## src/rtl/psh_pkg.sv

```systemverilog
// Shared constants, types and codes of the projectile step and hit test block.
`timescale 1ns / 1ps

package psh_pkg;

  // Block parameters
  localparam int ARENA_SIZE      = 720;
  localparam int BOX_WIDTH       = 6;
  localparam int BOX_HEIGHT      = 16;
  localparam int SINE_TABLE_BITS = 10;
  localparam int HIT_RADIUS      = 5;
  localparam int ARENA_MARGIN    = 100;

  // Field widths
  localparam int POS_W  = 20;
  localparam int SPD_W  = 16;
  localparam int HEAD_W = 12;
  localparam int TIME_W = 32;
  localparam int LIFE_W = 32;
  localparam int CFG_W  = 32;
  localparam int IDX_W  = 3;

  // Shared multiply-accumulate unit
  localparam int OPA_W  = 22;
  localparam int OPB_W  = 16;
  localparam int PROD_W = OPA_W + OPB_W;
  localparam int ACC_W  = PROD_W + 1;
  localparam int FRAC   = 14;
  localparam int SH_W   = ACC_W - FRAC;

  // Stream widths
  localparam int IN_DATA_W  = 80;
  localparam int IN_USER_W  = 1;
  localparam int OUT_DATA_W = 48;

  typedef enum logic [IDX_W-1:0] {
    CFG_START_X     = 3'd0,
    CFG_START_Y     = 3'd1,
    CFG_HEADING     = 3'd2,
    CFG_START_SPEED = 3'd3,
    CFG_ACCEL       = 3'd4,
    CFG_LIFETIME    = 3'd5
  } cfg_idx_e;

  typedef enum logic [1:0] {
    MAC_HOLD = 2'd0,
    MAC_LOAD = 2'd1,
    MAC_ADD  = 2'd2,
    MAC_SUB  = 2'd3
  } mac_op_e;

  typedef struct packed {
    mac_op_e                 op;
    logic signed [OPA_W-1:0] a;
    logic signed [OPB_W-1:0] b;
  } mac_ctrl_t;

  typedef struct packed {
    logic signed [POS_W-1:0]  start_x;
    logic signed [POS_W-1:0]  start_y;
    logic [HEAD_W-1:0]        heading;
    logic signed [SPD_W-1:0]  start_speed;
    logic signed [SPD_W-1:0]  accel;
    logic signed [LIFE_W-1:0] lifetime;
  } cfg_t;

  typedef struct packed {
    logic                    tick;
    logic signed [POS_W-1:0] player_x;
    logic signed [POS_W-1:0] player_y;
    logic                    shielded;
    logic                    paused;
    logic [TIME_W-1:0]       now;
  } req_t;

  typedef struct packed {
    logic signed [POS_W-1:0] pos_x;
    logic signed [POS_W-1:0] pos_y;
    logic                    hit;
    logic                    off_arena;
    logic                    expired;
  } res_t;

endpackage

```

## src/rtl/psh_seq.sv

```systemverilog
// Sequencer and datapath registers: sine, motion, rotation and distance steps.
`timescale 1ns / 1ps

module psh_seq (
  input  logic                             clk_i,
  input  logic                             rst_ni,
  input  psh_pkg::cfg_t                    cfg_i,
  input  psh_pkg::req_t                    req_i,
  input  logic                             req_valid_i,
  input  logic                             out_free_i,
  output logic                             idle_o,
  output logic                             done_o,
  output psh_pkg::res_t                    res_o,
  output psh_pkg::mac_ctrl_t               mac_o,
  input  logic signed [psh_pkg::ACC_W-1:0] acc_i
);
  import psh_pkg::*;

  localparam int PS_W = SH_W + 1;
  localparam int E_W  = 12;
  localparam logic signed [PS_W-1:0]  P_MAX  = PS_W'(2 ** (POS_W - 1) - 1);
  localparam logic signed [PS_W-1:0]  P_MIN  = PS_W'(-(2 ** (POS_W - 1)));
  localparam logic signed [SPD_W:0]   S_MAX  = (SPD_W + 1)'(2 ** (SPD_W - 1) - 1);
  localparam logic signed [SPD_W:0]   S_MIN  = (SPD_W + 1)'(-(2 ** (SPD_W - 1)));
  localparam logic signed [SH_W-1:0]  HALF_W = SH_W'(BOX_WIDTH * 128);
  localparam logic signed [SH_W-1:0]  HALF_H = SH_W'(BOX_HEIGHT * 128);
  localparam logic signed [SH_W-1:0]  E_LIM  = SH_W'(2 ** (E_W - 1) - 1);
  localparam logic signed [POS_W-1:0] OFF_HI = POS_W'((ARENA_SIZE + ARENA_MARGIN) * 256);
  localparam logic signed [POS_W-1:0] OFF_LO = POS_W'(-(ARENA_MARGIN * 256));
  localparam logic signed [ACC_W-1:0] HIT_R2 =
    ACC_W'((HIT_RADIUS * 256) * (HIT_RADIUS * 256));
  localparam logic [HEAD_W-1:0] ANG_MASK = HEAD_W'({HEAD_W{1'b1}} << (HEAD_W - SINE_TABLE_BITS));
  localparam logic [HEAD_W-1:0] QUARTER  = HEAD_W'(2 ** (HEAD_W - 2));
  localparam logic [15:0] SIN_C1 = 16'd1160;
  localparam logic [15:0] SIN_C2 = 16'd10512;
  localparam logic [15:0] SIN_C3 = 16'd25736;

  typedef enum logic [5:0] {
    ST_IDLE = 6'b000001,
    ST_SINE = 6'b000010,
    ST_MOVE = 6'b000100,
    ST_ROT  = 6'b001000,
    ST_DIST = 6'b010000,
    ST_DONE = 6'b100000
  } state_e;

  state_e                  state_d, state_q;
  logic [1:0]              step_d, step_q;
  logic                    pass_d, pass_q;

  logic signed [POS_W-1:0] cur_x_q, cur_y_q;
  logic signed [SPD_W-1:0] cur_speed_q;
  logic [TIME_W-1:0]       launch_q;

  req_t                    req_q;
  logic [HEAD_W-1:0]       ang_q;
  logic [15:0]             z2_q;
  logic                    sneg_q;
  logic signed [OPB_W-1:0] sin_q, cos_q;
  logic signed [SH_W-1:0]  rx_q;
  logic signed [E_W-1:0]   ey_q;

  logic [HEAD_W-1:0]       ang_cur;
  logic [10:0]             zq;
  logic [14:0]             zbig;
  logic signed [SH_W-1:0]  sh;
  logic [15:0]             sh16;
  logic signed [OPB_W-1:0] sval;
  logic signed [SPD_W:0]   spd_sum;
  logic signed [SPD_W-1:0] spd_new;
  logic signed [OPA_W-1:0] dx, dy;
  logic signed [E_W-1:0]   ex, ey;
  logic signed [PS_W-1:0]  x_sum, y_sum;
  logic [TIME_W-1:0]       age;
  logic                    accept;

  function automatic logic signed [POS_W-1:0] sat_pos(input logic signed [PS_W-1:0] v);
    if (v > P_MAX) return P_MAX[POS_W-1:0];
    if (v < P_MIN) return P_MIN[POS_W-1:0];
    return v[POS_W-1:0];
  endfunction

  // Distance outside the box along one axis, clipped: beyond the clip a hit is impossible.
  function automatic logic signed [E_W-1:0] excess(input logic signed [SH_W-1:0] v,
                                                   input logic signed [SH_W-1:0] h);
    logic signed [SH_W-1:0] e;
    if (v > h) e = v - h;
    else if (v < -h) e = v + h;
    else e = '0;
    if (e > E_LIM) e = E_LIM;
    else if (e < -E_LIM) e = -E_LIM;
    return e[E_W-1:0];
  endfunction

  assign accept  = (state_q == ST_IDLE) && req_valid_i;
  assign ang_cur = ang_q + (pass_q ? QUARTER : '0);
  assign zq      = ang_cur[10] ? 11'd1024 - {1'b0, ang_cur[9:0]} : {1'b0, ang_cur[9:0]};
  assign zbig    = {zq, 4'b0000};
  assign sh      = SH_W'(acc_i >>> FRAC);
  assign sh16    = sh[15:0];
  assign sval    = sneg_q ? -$signed(sh16) : $signed(sh16);

  assign spd_sum = (SPD_W + 1)'(cur_speed_q) + (SPD_W + 1)'(cfg_i.accel);
  assign spd_new = (spd_sum > S_MAX) ? S_MAX[SPD_W-1:0] :
                   (spd_sum < S_MIN) ? S_MIN[SPD_W-1:0] : spd_sum[SPD_W-1:0];

  assign dx = OPA_W'(req_q.player_x) - OPA_W'(cur_x_q) - OPA_W'(HALF_W);
  assign dy = OPA_W'(req_q.player_y) - OPA_W'(cur_y_q) - OPA_W'(HALF_H);
  assign ex = excess(rx_q, HALF_W);
  assign ey = excess(sh, HALF_H);

  assign x_sum = PS_W'(cur_x_q) + PS_W'(sh);
  assign y_sum = PS_W'(cur_y_q) - PS_W'(sh);

  // Sequence
  always_comb begin
    state_d = state_q;
    step_d  = step_q + 2'd1;
    pass_d  = pass_q;
    unique case (state_q)
      ST_IDLE: begin
        step_d = '0;
        pass_d = 1'b0;
        if (req_valid_i) state_d = req_i.tick ? ST_SINE : ST_DONE;
      end
      ST_SINE: begin
        if (step_q == 2'd3) begin
          pass_d = 1'b1;
          if (pass_q) state_d = ST_MOVE;
        end
      end
      ST_MOVE: begin
        if (step_q == 2'd1) begin
          state_d = ST_ROT;
          step_d  = '0;
        end
      end
      ST_ROT: begin
        if (step_q == 2'd3) state_d = ST_DIST;
      end
      ST_DIST: begin
        if (step_q == 2'd1) state_d = ST_DONE;
      end
      ST_DONE: begin
        step_d = '0;
        if (out_free_i) state_d = ST_IDLE;
      end
      default: state_d = ST_IDLE;
    endcase
  end

  // Operand selection for the shared unit
  always_comb begin
    mac_o.op = MAC_HOLD;
    mac_o.a  = '0;
    mac_o.b  = '0;
    unique case (state_q)
      ST_SINE: begin
        mac_o.op = MAC_LOAD;
        case (step_q)
          2'd0: begin
            mac_o.a = OPA_W'(zbig);
            mac_o.b = $signed({1'b0, zbig});
          end
          2'd1: begin
            mac_o.a = OPA_W'(sh16);
            mac_o.b = $signed(SIN_C1);
          end
          2'd2: begin
            mac_o.a = OPA_W'(z2_q);
            mac_o.b = $signed(SIN_C2 - sh16);
          end
          default: begin
            mac_o.a = OPA_W'(zbig);
            mac_o.b = $signed(SIN_C3 - sh16);
          end
        endcase
      end
      ST_MOVE: begin
        mac_o.op = MAC_LOAD;
        if (step_q == 2'd0) begin
          mac_o.a = OPA_W'(spd_new);
          mac_o.b = sin_q;
        end else begin
          mac_o.a = OPA_W'(cur_speed_q);
          mac_o.b = cos_q;
        end
      end
      ST_ROT: begin
        case (step_q)
          2'd0: begin
            mac_o.op = MAC_LOAD;
            mac_o.a  = dx;
            mac_o.b  = cos_q;
          end
          2'd1: begin
            mac_o.op = MAC_ADD;
            mac_o.a  = dy;
            mac_o.b  = sin_q;
          end
          2'd2: begin
            mac_o.op = MAC_LOAD;
            mac_o.a  = dy;
            mac_o.b  = cos_q;
          end
          default: begin
            mac_o.op = MAC_SUB;
            mac_o.a  = dx;
            mac_o.b  = sin_q;
          end
        endcase
      end
      ST_DIST: begin
        if (step_q == 2'd0) begin
          mac_o.op = MAC_LOAD;
          mac_o.a  = OPA_W'(ex);
          mac_o.b  = OPB_W'(ex);
        end else begin
          mac_o.op = MAC_ADD;
          mac_o.a  = OPA_W'(ey_q);
          mac_o.b  = OPB_W'(ey_q);
        end
      end
      default: ;
    endcase
  end

  // Control and projectile state
  always_ff @(posedge clk_i or negedge rst_ni) begin
    if (!rst_ni) begin
      state_q     <= ST_IDLE;
      step_q      <= '0;
      pass_q      <= 1'b0;
      cur_x_q     <= '0;
      cur_y_q     <= '0;
      cur_speed_q <= '0;
      launch_q    <= '0;
    end else begin
      state_q <= state_d;
      step_q  <= step_d;
      pass_q  <= pass_d;
      if (accept && !req_i.tick) begin
        cur_x_q     <= cfg_i.start_x;
        cur_y_q     <= cfg_i.start_y;
        cur_speed_q <= cfg_i.start_speed;
        launch_q    <= req_i.now;
      end
      if (!req_q.paused) begin
        if (state_q == ST_MOVE && step_q == 2'd0) cur_speed_q <= spd_new;
        if (state_q == ST_MOVE && step_q == 2'd1) cur_x_q <= sat_pos(x_sum);
        if (state_q == ST_ROT && step_q == 2'd0) cur_y_q <= sat_pos(y_sum);
      end
    end
  end

  // Working values
  always_ff @(posedge clk_i) begin
    if (accept) begin
      req_q <= req_i;
      ang_q <= cfg_i.heading & ANG_MASK;
    end
    if (state_q == ST_SINE) begin
      if (step_q == 2'd0 && pass_q) sin_q <= sval;
      if (step_q == 2'd1) z2_q <= sh16;
      if (step_q == 2'd3) sneg_q <= ang_cur[11];
    end
    if (state_q == ST_MOVE && step_q == 2'd0) cos_q <= sval;
    if (state_q == ST_ROT && step_q == 2'd2) rx_q <= sh;
    if (state_q == ST_DIST && step_q == 2'd0) ey_q <= ey;
  end

  assign age = req_q.now - launch_q;

  assign idle_o          = (state_q == ST_IDLE);
  assign done_o          = (state_q == ST_DONE);
  assign res_o.pos_x     = cur_x_q;
  assign res_o.pos_y     = cur_y_q;
  assign res_o.hit       = req_q.tick && (acc_i <= HIT_R2) && !req_q.shielded && !req_q.paused;
  assign res_o.off_arena = (cur_x_q > OFF_HI) || (cur_x_q < OFF_LO) ||
                           (cur_y_q > OFF_HI) || (cur_y_q < OFF_LO);
  assign res_o.expired   = !cfg_i.lifetime[LIFE_W-1] && (age > $unsigned(cfg_i.lifetime));

`ifndef SYNTHESIS
  a_tick_len: assert property (@(posedge clk_i) disable iff (!rst_ni)
    (accept && req_i.tick) |-> ##17 (state_q == ST_DONE))
    else $error("tick item did not reach done after its fixed step count");

  a_paused_still: assert property (@(posedge clk_i) disable iff (!rst_ni)
    (accept && req_i.tick && req_i.paused) |-> ##17
      ((cur_x_q == $past(cur_x_q, 17)) && (cur_y_q == $past(cur_y_q, 17)) &&
       (cur_speed_q == $past(cur_speed_q, 17))))
    else $error("paused tick moved the projectile");

  a_launch: assert property (@(posedge clk_i) disable iff (!rst_ni)
    (accept && !req_i.tick) |=>
      ((state_q == ST_DONE) && (cur_x_q == $past(cfg_i.start_x)) && !res_o.hit))
    else $error("launch item did not load the start position");

  a_acc_hold: assert property (@(posedge clk_i) disable iff (!rst_ni)
    (done_o && !out_free_i) |=> $stable(acc_i))
    else $error("accumulator changed while the result waits");
`endif

endmodule
```

## config.mk

```make
export PLATFORM = sky130hd
export DESIGN_NAME = psh_seq
export DESIGN_NICKNAME = d
export VERILOG_FILES = /design/src/rtl/psh_pkg.sv /design/src/rtl/psh_seq.sv
export SDC_FILE = /design/constraint.sdc
export NUM_CORES = 1
export LEC_CHECK = 0
export ABC_AREA = 1
export ABC_CLOCK_PERIOD_IN_PS = 4700
export BUFFER_PORTS_ARGS = -buffer_cell sky130_fd_sc_hd__buf_4
export CAP_MARGIN = 20
export CORE_MARGIN = 1
export CORE_UTILIZATION = 40
export DETAILED_ROUTE_END_ITERATION = 7
export GPL_TIMING_DRIVEN = 0
export PLACE_DENSITY = 0.67
export SYNTH_ARGS = -nofsm -noshare
export SYNTH_HDL_FRONTEND = slang
export SYNTH_SLANG_ARGS = --single-unit
export TNS_END_PERCENT = 30
```

## constraint.sdc

```tcl
create_clock -name clk_i -period 4.7 [get_ports clk_i]
set_input_delay 1.41 -clock clk_i [delete_from_list [all_inputs] [get_ports clk_i]]
set_output_delay 1.41 -clock clk_i [all_outputs]
set_load 0.05 [all_outputs]
```

Word level (Yosys, flattened, before mapping)

Cells that the tools add are included.

Add/sub/neg operators: 18
Multiply operators: 0
Divide/modulo/power cells: 0
Order comparisons: 20
Eq/ne operators: 16
Shift-type cells: 0
Multiplexer cells: 61
Bitwise gates (word level): 0
Reductions and logical operators: 28

Operator list:

| operator                 | number |
|---|---|
| $mux W20                 | 14 |
| $pmux W40 S4             | 1 |
| $pmux W40 S3             | 1 |
| $mux W25                 | 4 |
| $mux W16                 | 6 |
| $pmux W32 S3             | 1 |
| $lt A25 B12 Y1 const B   | 3 |
| $gt A26 B20 Y1 const B   | 2 |
| $lt A26 B20 Y1 const B   | 2 |
| $gt A25 B12 Y1 const B   | 2 |
| $mux W6                  | 8 |
| $sub A20 B20 Y21         | 2 |
| $gt A20 B19 Y1 const B   | 2 |
| $lt A20 B16 Y1 const B   | 2 |
| $mux W40                 | 1 |
| $le A39 B22 Y1 const B   | 1 |
| $mux W38                 | 1 |
| $mux W12                 | 3 |
| $pmux W6 S6              | 1 |
| $gt A32 B32 Y1           | 1 |
| $sub A32 B32 Y32         | 1 |
| $add A20 B25 Y26         | 1 |
| $sub A20 B25 Y26         | 1 |
| $add A25 B11 Y25 const B | 1 |
| 40 further kinds         | 81 |

Register bits after elaboration: 268
Bits in latches: 0
Memory bits (writable): 0
Bits in read-only memories: 0
Bits of input ports: 234
Word-level logic and storage cells: 164
Memories: 0

Longest topological paths before layout

Depth in word-level cells: 12
Gate-level depth with buffers: 26

Worst setup path before layout

OpenSTA, ideal clock, no wires.

Path type: input-to-reg
From: in req_valid_i
To: reg ang_q[10] (enable)
Library setup time: 0.530 ns
Arrival: 4.999 ns
Required time: 4.170 ns
Slack: -0.829 ns
Cell stages on the path: 2
Buffers on the path: 0
Cells stage by stage: inv_1 -> nor2_1

Cells in the longest elaborated chain, start to end: 1

RTL lines:

| item                 | RTL line       | RTL |
|---|---|---|
| from (decl)          | psh_seq.sv:9   | `input logic req_valid_i,` |
| $logic_and A1 B1 Y1  | psh_seq.sv:95  | `assign accept = (state_q == ST_IDLE) && req_valid_i;` |
| via accept           | psh_seq.sv:75  | `logic accept;` |
| to (signal assigned) | psh_seq.sv:260 | `ang_q <= cfg_i.heading & ANG_MASK;` |
| to (decl)            | psh_seq.sv:56  | `logic [HEAD_W-1:0] ang_q;` |

The timed path passes the listed nets, and every way through them passes these cells.
A chain may end at the register's enable or synchronous reset.

==> flow_summary.toml <==
[synthesis]
synth_edf_count = 171
syn_area_per_cell_um2 = 7.35
synth_top_area_share_pct = 21.5
synth-compound-area-share_pct = 15.9
async_flop_share_pct = 36.2
synth_commonest_cells = "nand2_1, inv_1, nor2_1"
synth_top_family_by_area = "simple AND/OR/NAND/NOR gates"
synth_simple_gate_area_share_pct = 26.8
yosysUniqueCellTypes = 74
ys.flop_type = "edfxtp_1"
synth_most_common_cell = "nand2_1"
ys_seq_area_share_pct = 31.6
netlist_area_mm2 = 0.0239
synth_fa_ha_area_share_pct = 12.4
ys_warn_count = 0
synthXorXnorAreaFrac_pct = 4.65
syn_inst = 3252
yosys.area.top_type = "edfxtp_1"
syn_nets = 3720
yosys-top-cells-area = "edfxtp_1, nand2_1, ha_1"
ys_ff_latch = 268
muxShareOfSynthArea_pct = 0.0419

[route]
dr.first_iter.drc_count = 2108
drc = 0
ant_nets = 0
dr.pass1.iters = 5
avgViaCountPerCell = 5.48
wl_per_cell_um = 20.9
dr_total_vias = 24300
routed_wl_um = 92600

[timing]
period_needed_ps = 5840
rsz0062_at_grt = "true"
fin_crit_sh_pct = 124
setup_viol = 40
worst_pin_slew_ps = 1080
finalClockSkew_ps = 21.0
setup_tns_ps = -31650
slew_headroom_pct = 27.3
fin_ws_ps = -1140
clock.fmax_mhz = 171
slew_violations = 0
hold_violations = 0

[clocking]
clkSlewWorstSetupHoldPaths_ps = 60
clock-sinks = 268
holdBufCountCts = 0
cts_tree = "yes"
clockBufferDepth = 3
insertion_delay_ps = 570
root_buffer = "clkbuf_16"
cts_inserted_buffers = 36
cts_htree_levels = 2

[critical_path]
start_kind = "register"
r2r_cells = 9
startpoint = "rx_q[8]$_DFFE_PP_"
critPathKind = "reg -> out"
worstPathRequired_ps = 3290
crit_path_end_kind = "primary output"
critical_path.max_fanout = 8
r2r_start = "state_q[3]$_DFFE_PN0P_"
r2r_setup_slack_ps = 1390
worstPathArrival_ps = 4430
timing.rr.end = "cur_y_q[17]$_DFF_PN0_"

[min_path]
whs_path_depth = 2
min_from = "launch_q[0]$_DFFE_PN0P_"
min_to = "launch_q[0]$_DFFE_PN0P_"
hp-class = "reg -> reg"

[final_layout]
drive_gt1_share_pct = 17.3
design_area_mm2 = 0.0294
diodes = 0
fin_nets = 4106
post-route-util_pct = 49.8
fill_cells = 5920
syn_to_final_growth_pct = 22.9

[power]
pwr_density_cell_mw_per_mm2 = 670
seqPwrFrac_pct = 19.5
peakVddDrop_mv = 0.595
finalPower_mw = 19.7
switchingPower_mw = 10.4
p_int_mw = 9.33
power.share.clock_pct = 13.8
p_leak_nw = 13.9
p_sw_share_pct = 52.6
p_comb_share_pct = 66.7

[floorplan]
die_height_um = 246
std_cell_rows = 89
pin_count = 319
die_x_um = 246
start_util_pct = 40.5
core_area_mm2 = 0.0590
die_area_mm2 = 0.0607

[global_routing]
use_met3_pct = 4.79
overflow = 0
grt.met1_usage_pct = 39.8
grt_pass1_vias = 22900
grt_max_degree = 51
grt_usage_pct = 29.9
grt_pass1_wl_um = 137000
antenna_found_initial = 2
met2_usage_pct = 47.7
top_usage_layer = "met2"

[run_status]
violations = "setup timing"
outcome = "finished with violations"

[place]
dpl-instance-area_mm2 = 0.0274
place.gp.congestion = 0.993
post-place-ws_ps = -1560
dp_hpwl_um = 74800
port_buffers = 316

[job]
drv_cap = 0
sequential cells by signal (all words and copies together) (netlist names), 2 cells and up:
name         flops
ang_q           10
cos_q           16
cur_speed_q     16
cur_x_q         20
cur_y_q         20
ey_q            12
launch_q        32
req_q           75
rx_q            25
sin_q           16
state_q          6
step_q           2
z2_q            16
through the flow:
step	cells	hold WS [ps]
floorplan	3252	448
global placement	4341	471
detailed placement	4348	472
CTS	4422	484
global route	4435	521
finish	4435	489
per-layer routing:
| layer | vias up | share of wire, % |
|---|---|---|
| met3 | 195 | 8.5 |
| met5 | - | 0.029 |
| met4 | 4 | 4.4 |
| met1 | 11300 | 43 |
| met2 | 1078 | 45 |
| li1 | 11800 | - |
layout by cell type (no fill, tap or decap), types with 18 or more instances in the layout:
cell type  count
clkbuf_1      41
nor3_1        37
clkbuf_16     36
ha_1         223
nor2_2        20
nand2_2       37
dfrtp_1       94
a21o_1        19
a211oi_1      23
nand3_1      142
xnor2_1       35
xor2_1        91
inv_2         18
nor2_1       275
buf_6         42
a31oi_1       18
nand4_1       65
nand2_1      773
buf_4        314
a21oi_1      246
o22ai_1       23
o21ai_0      194
edfxtp_1     171
inv_1        412
power by group through the flow:
| stage | sequential, mW | combinational (mW) | clock [mW] |
|---|---|---|---|
| floorplan | 4.10 | 8.60 | 0 |
| global placement | 3.87 | 12.4 | 0 |
| detailed placement | 3.85 | 12.5 | 0 |
| CTS | 3.81 | 12.7 | 2.75 |
| global route | 3.86 | 14.5 | 2.83 |
| finish | 3.84 | 13.1 | 2.72 |
worst max-delay path, stage by stage (launching register included):
cell	delay, ps
edfxtp_1	400
buf_4	170
nor2_1	50
nor2_2	230
nand2_2	120
inv_2	110
nand3_1	100
nor2_1	100
nand3_1	120
nor3_2	170
a32oi_2	100
ha_4	360
clkinvlp_4	170
nand3_2	110
nand2_1	50
nand2_1	70
nand2_1	50
nor2_1	130
nand3_1	110
nor2_2	170
nand2_4	110
nand2_4	120
nand2_1	100
nand2_4	110
nand4_1	260
buf_6	260
layout make-up:
type	count	area, µm²	area share, %
buffer	63	362	1.23
clock buffer	44	941	3.20
clock inverter	18	190	0.648
inverter	446	1700	5.79
multi-input combinational	2474	14800	50.4
sequential	268	7570	25.8
tap	773	967	3.29
timing repair buffer	349	2830	9.64
kinds of logic after synthesis:
kind of cell,after synthesis
XOR/XNOR,127
buffers and inverters,510
adder cells (fa/ha/maj),234
multiplexers,1
AO/OA/AOI/OAI,653
AND/OR/NAND/NOR,1459
flip-flops,268
worst max path at each step:
stage | slack (ps) | endpoint
after detailed placement | -1560 | mac_o[21]
after global placement | -1530 | mac_o[21]
after global routing | -1320 | mac_o[17]
after floorplan | -730 | res_o[0]
after CTS | -1160 | mac_o[21]
final | -1140 | mac_o[19]
repair_timing:
item,CTS,global route
resized for setup,87,89
pin swaps,31,48
cloned,0,0
endpoints found under the setup margin,41,41
setup buffers,13,13
(Power assumes the default switching activity.)
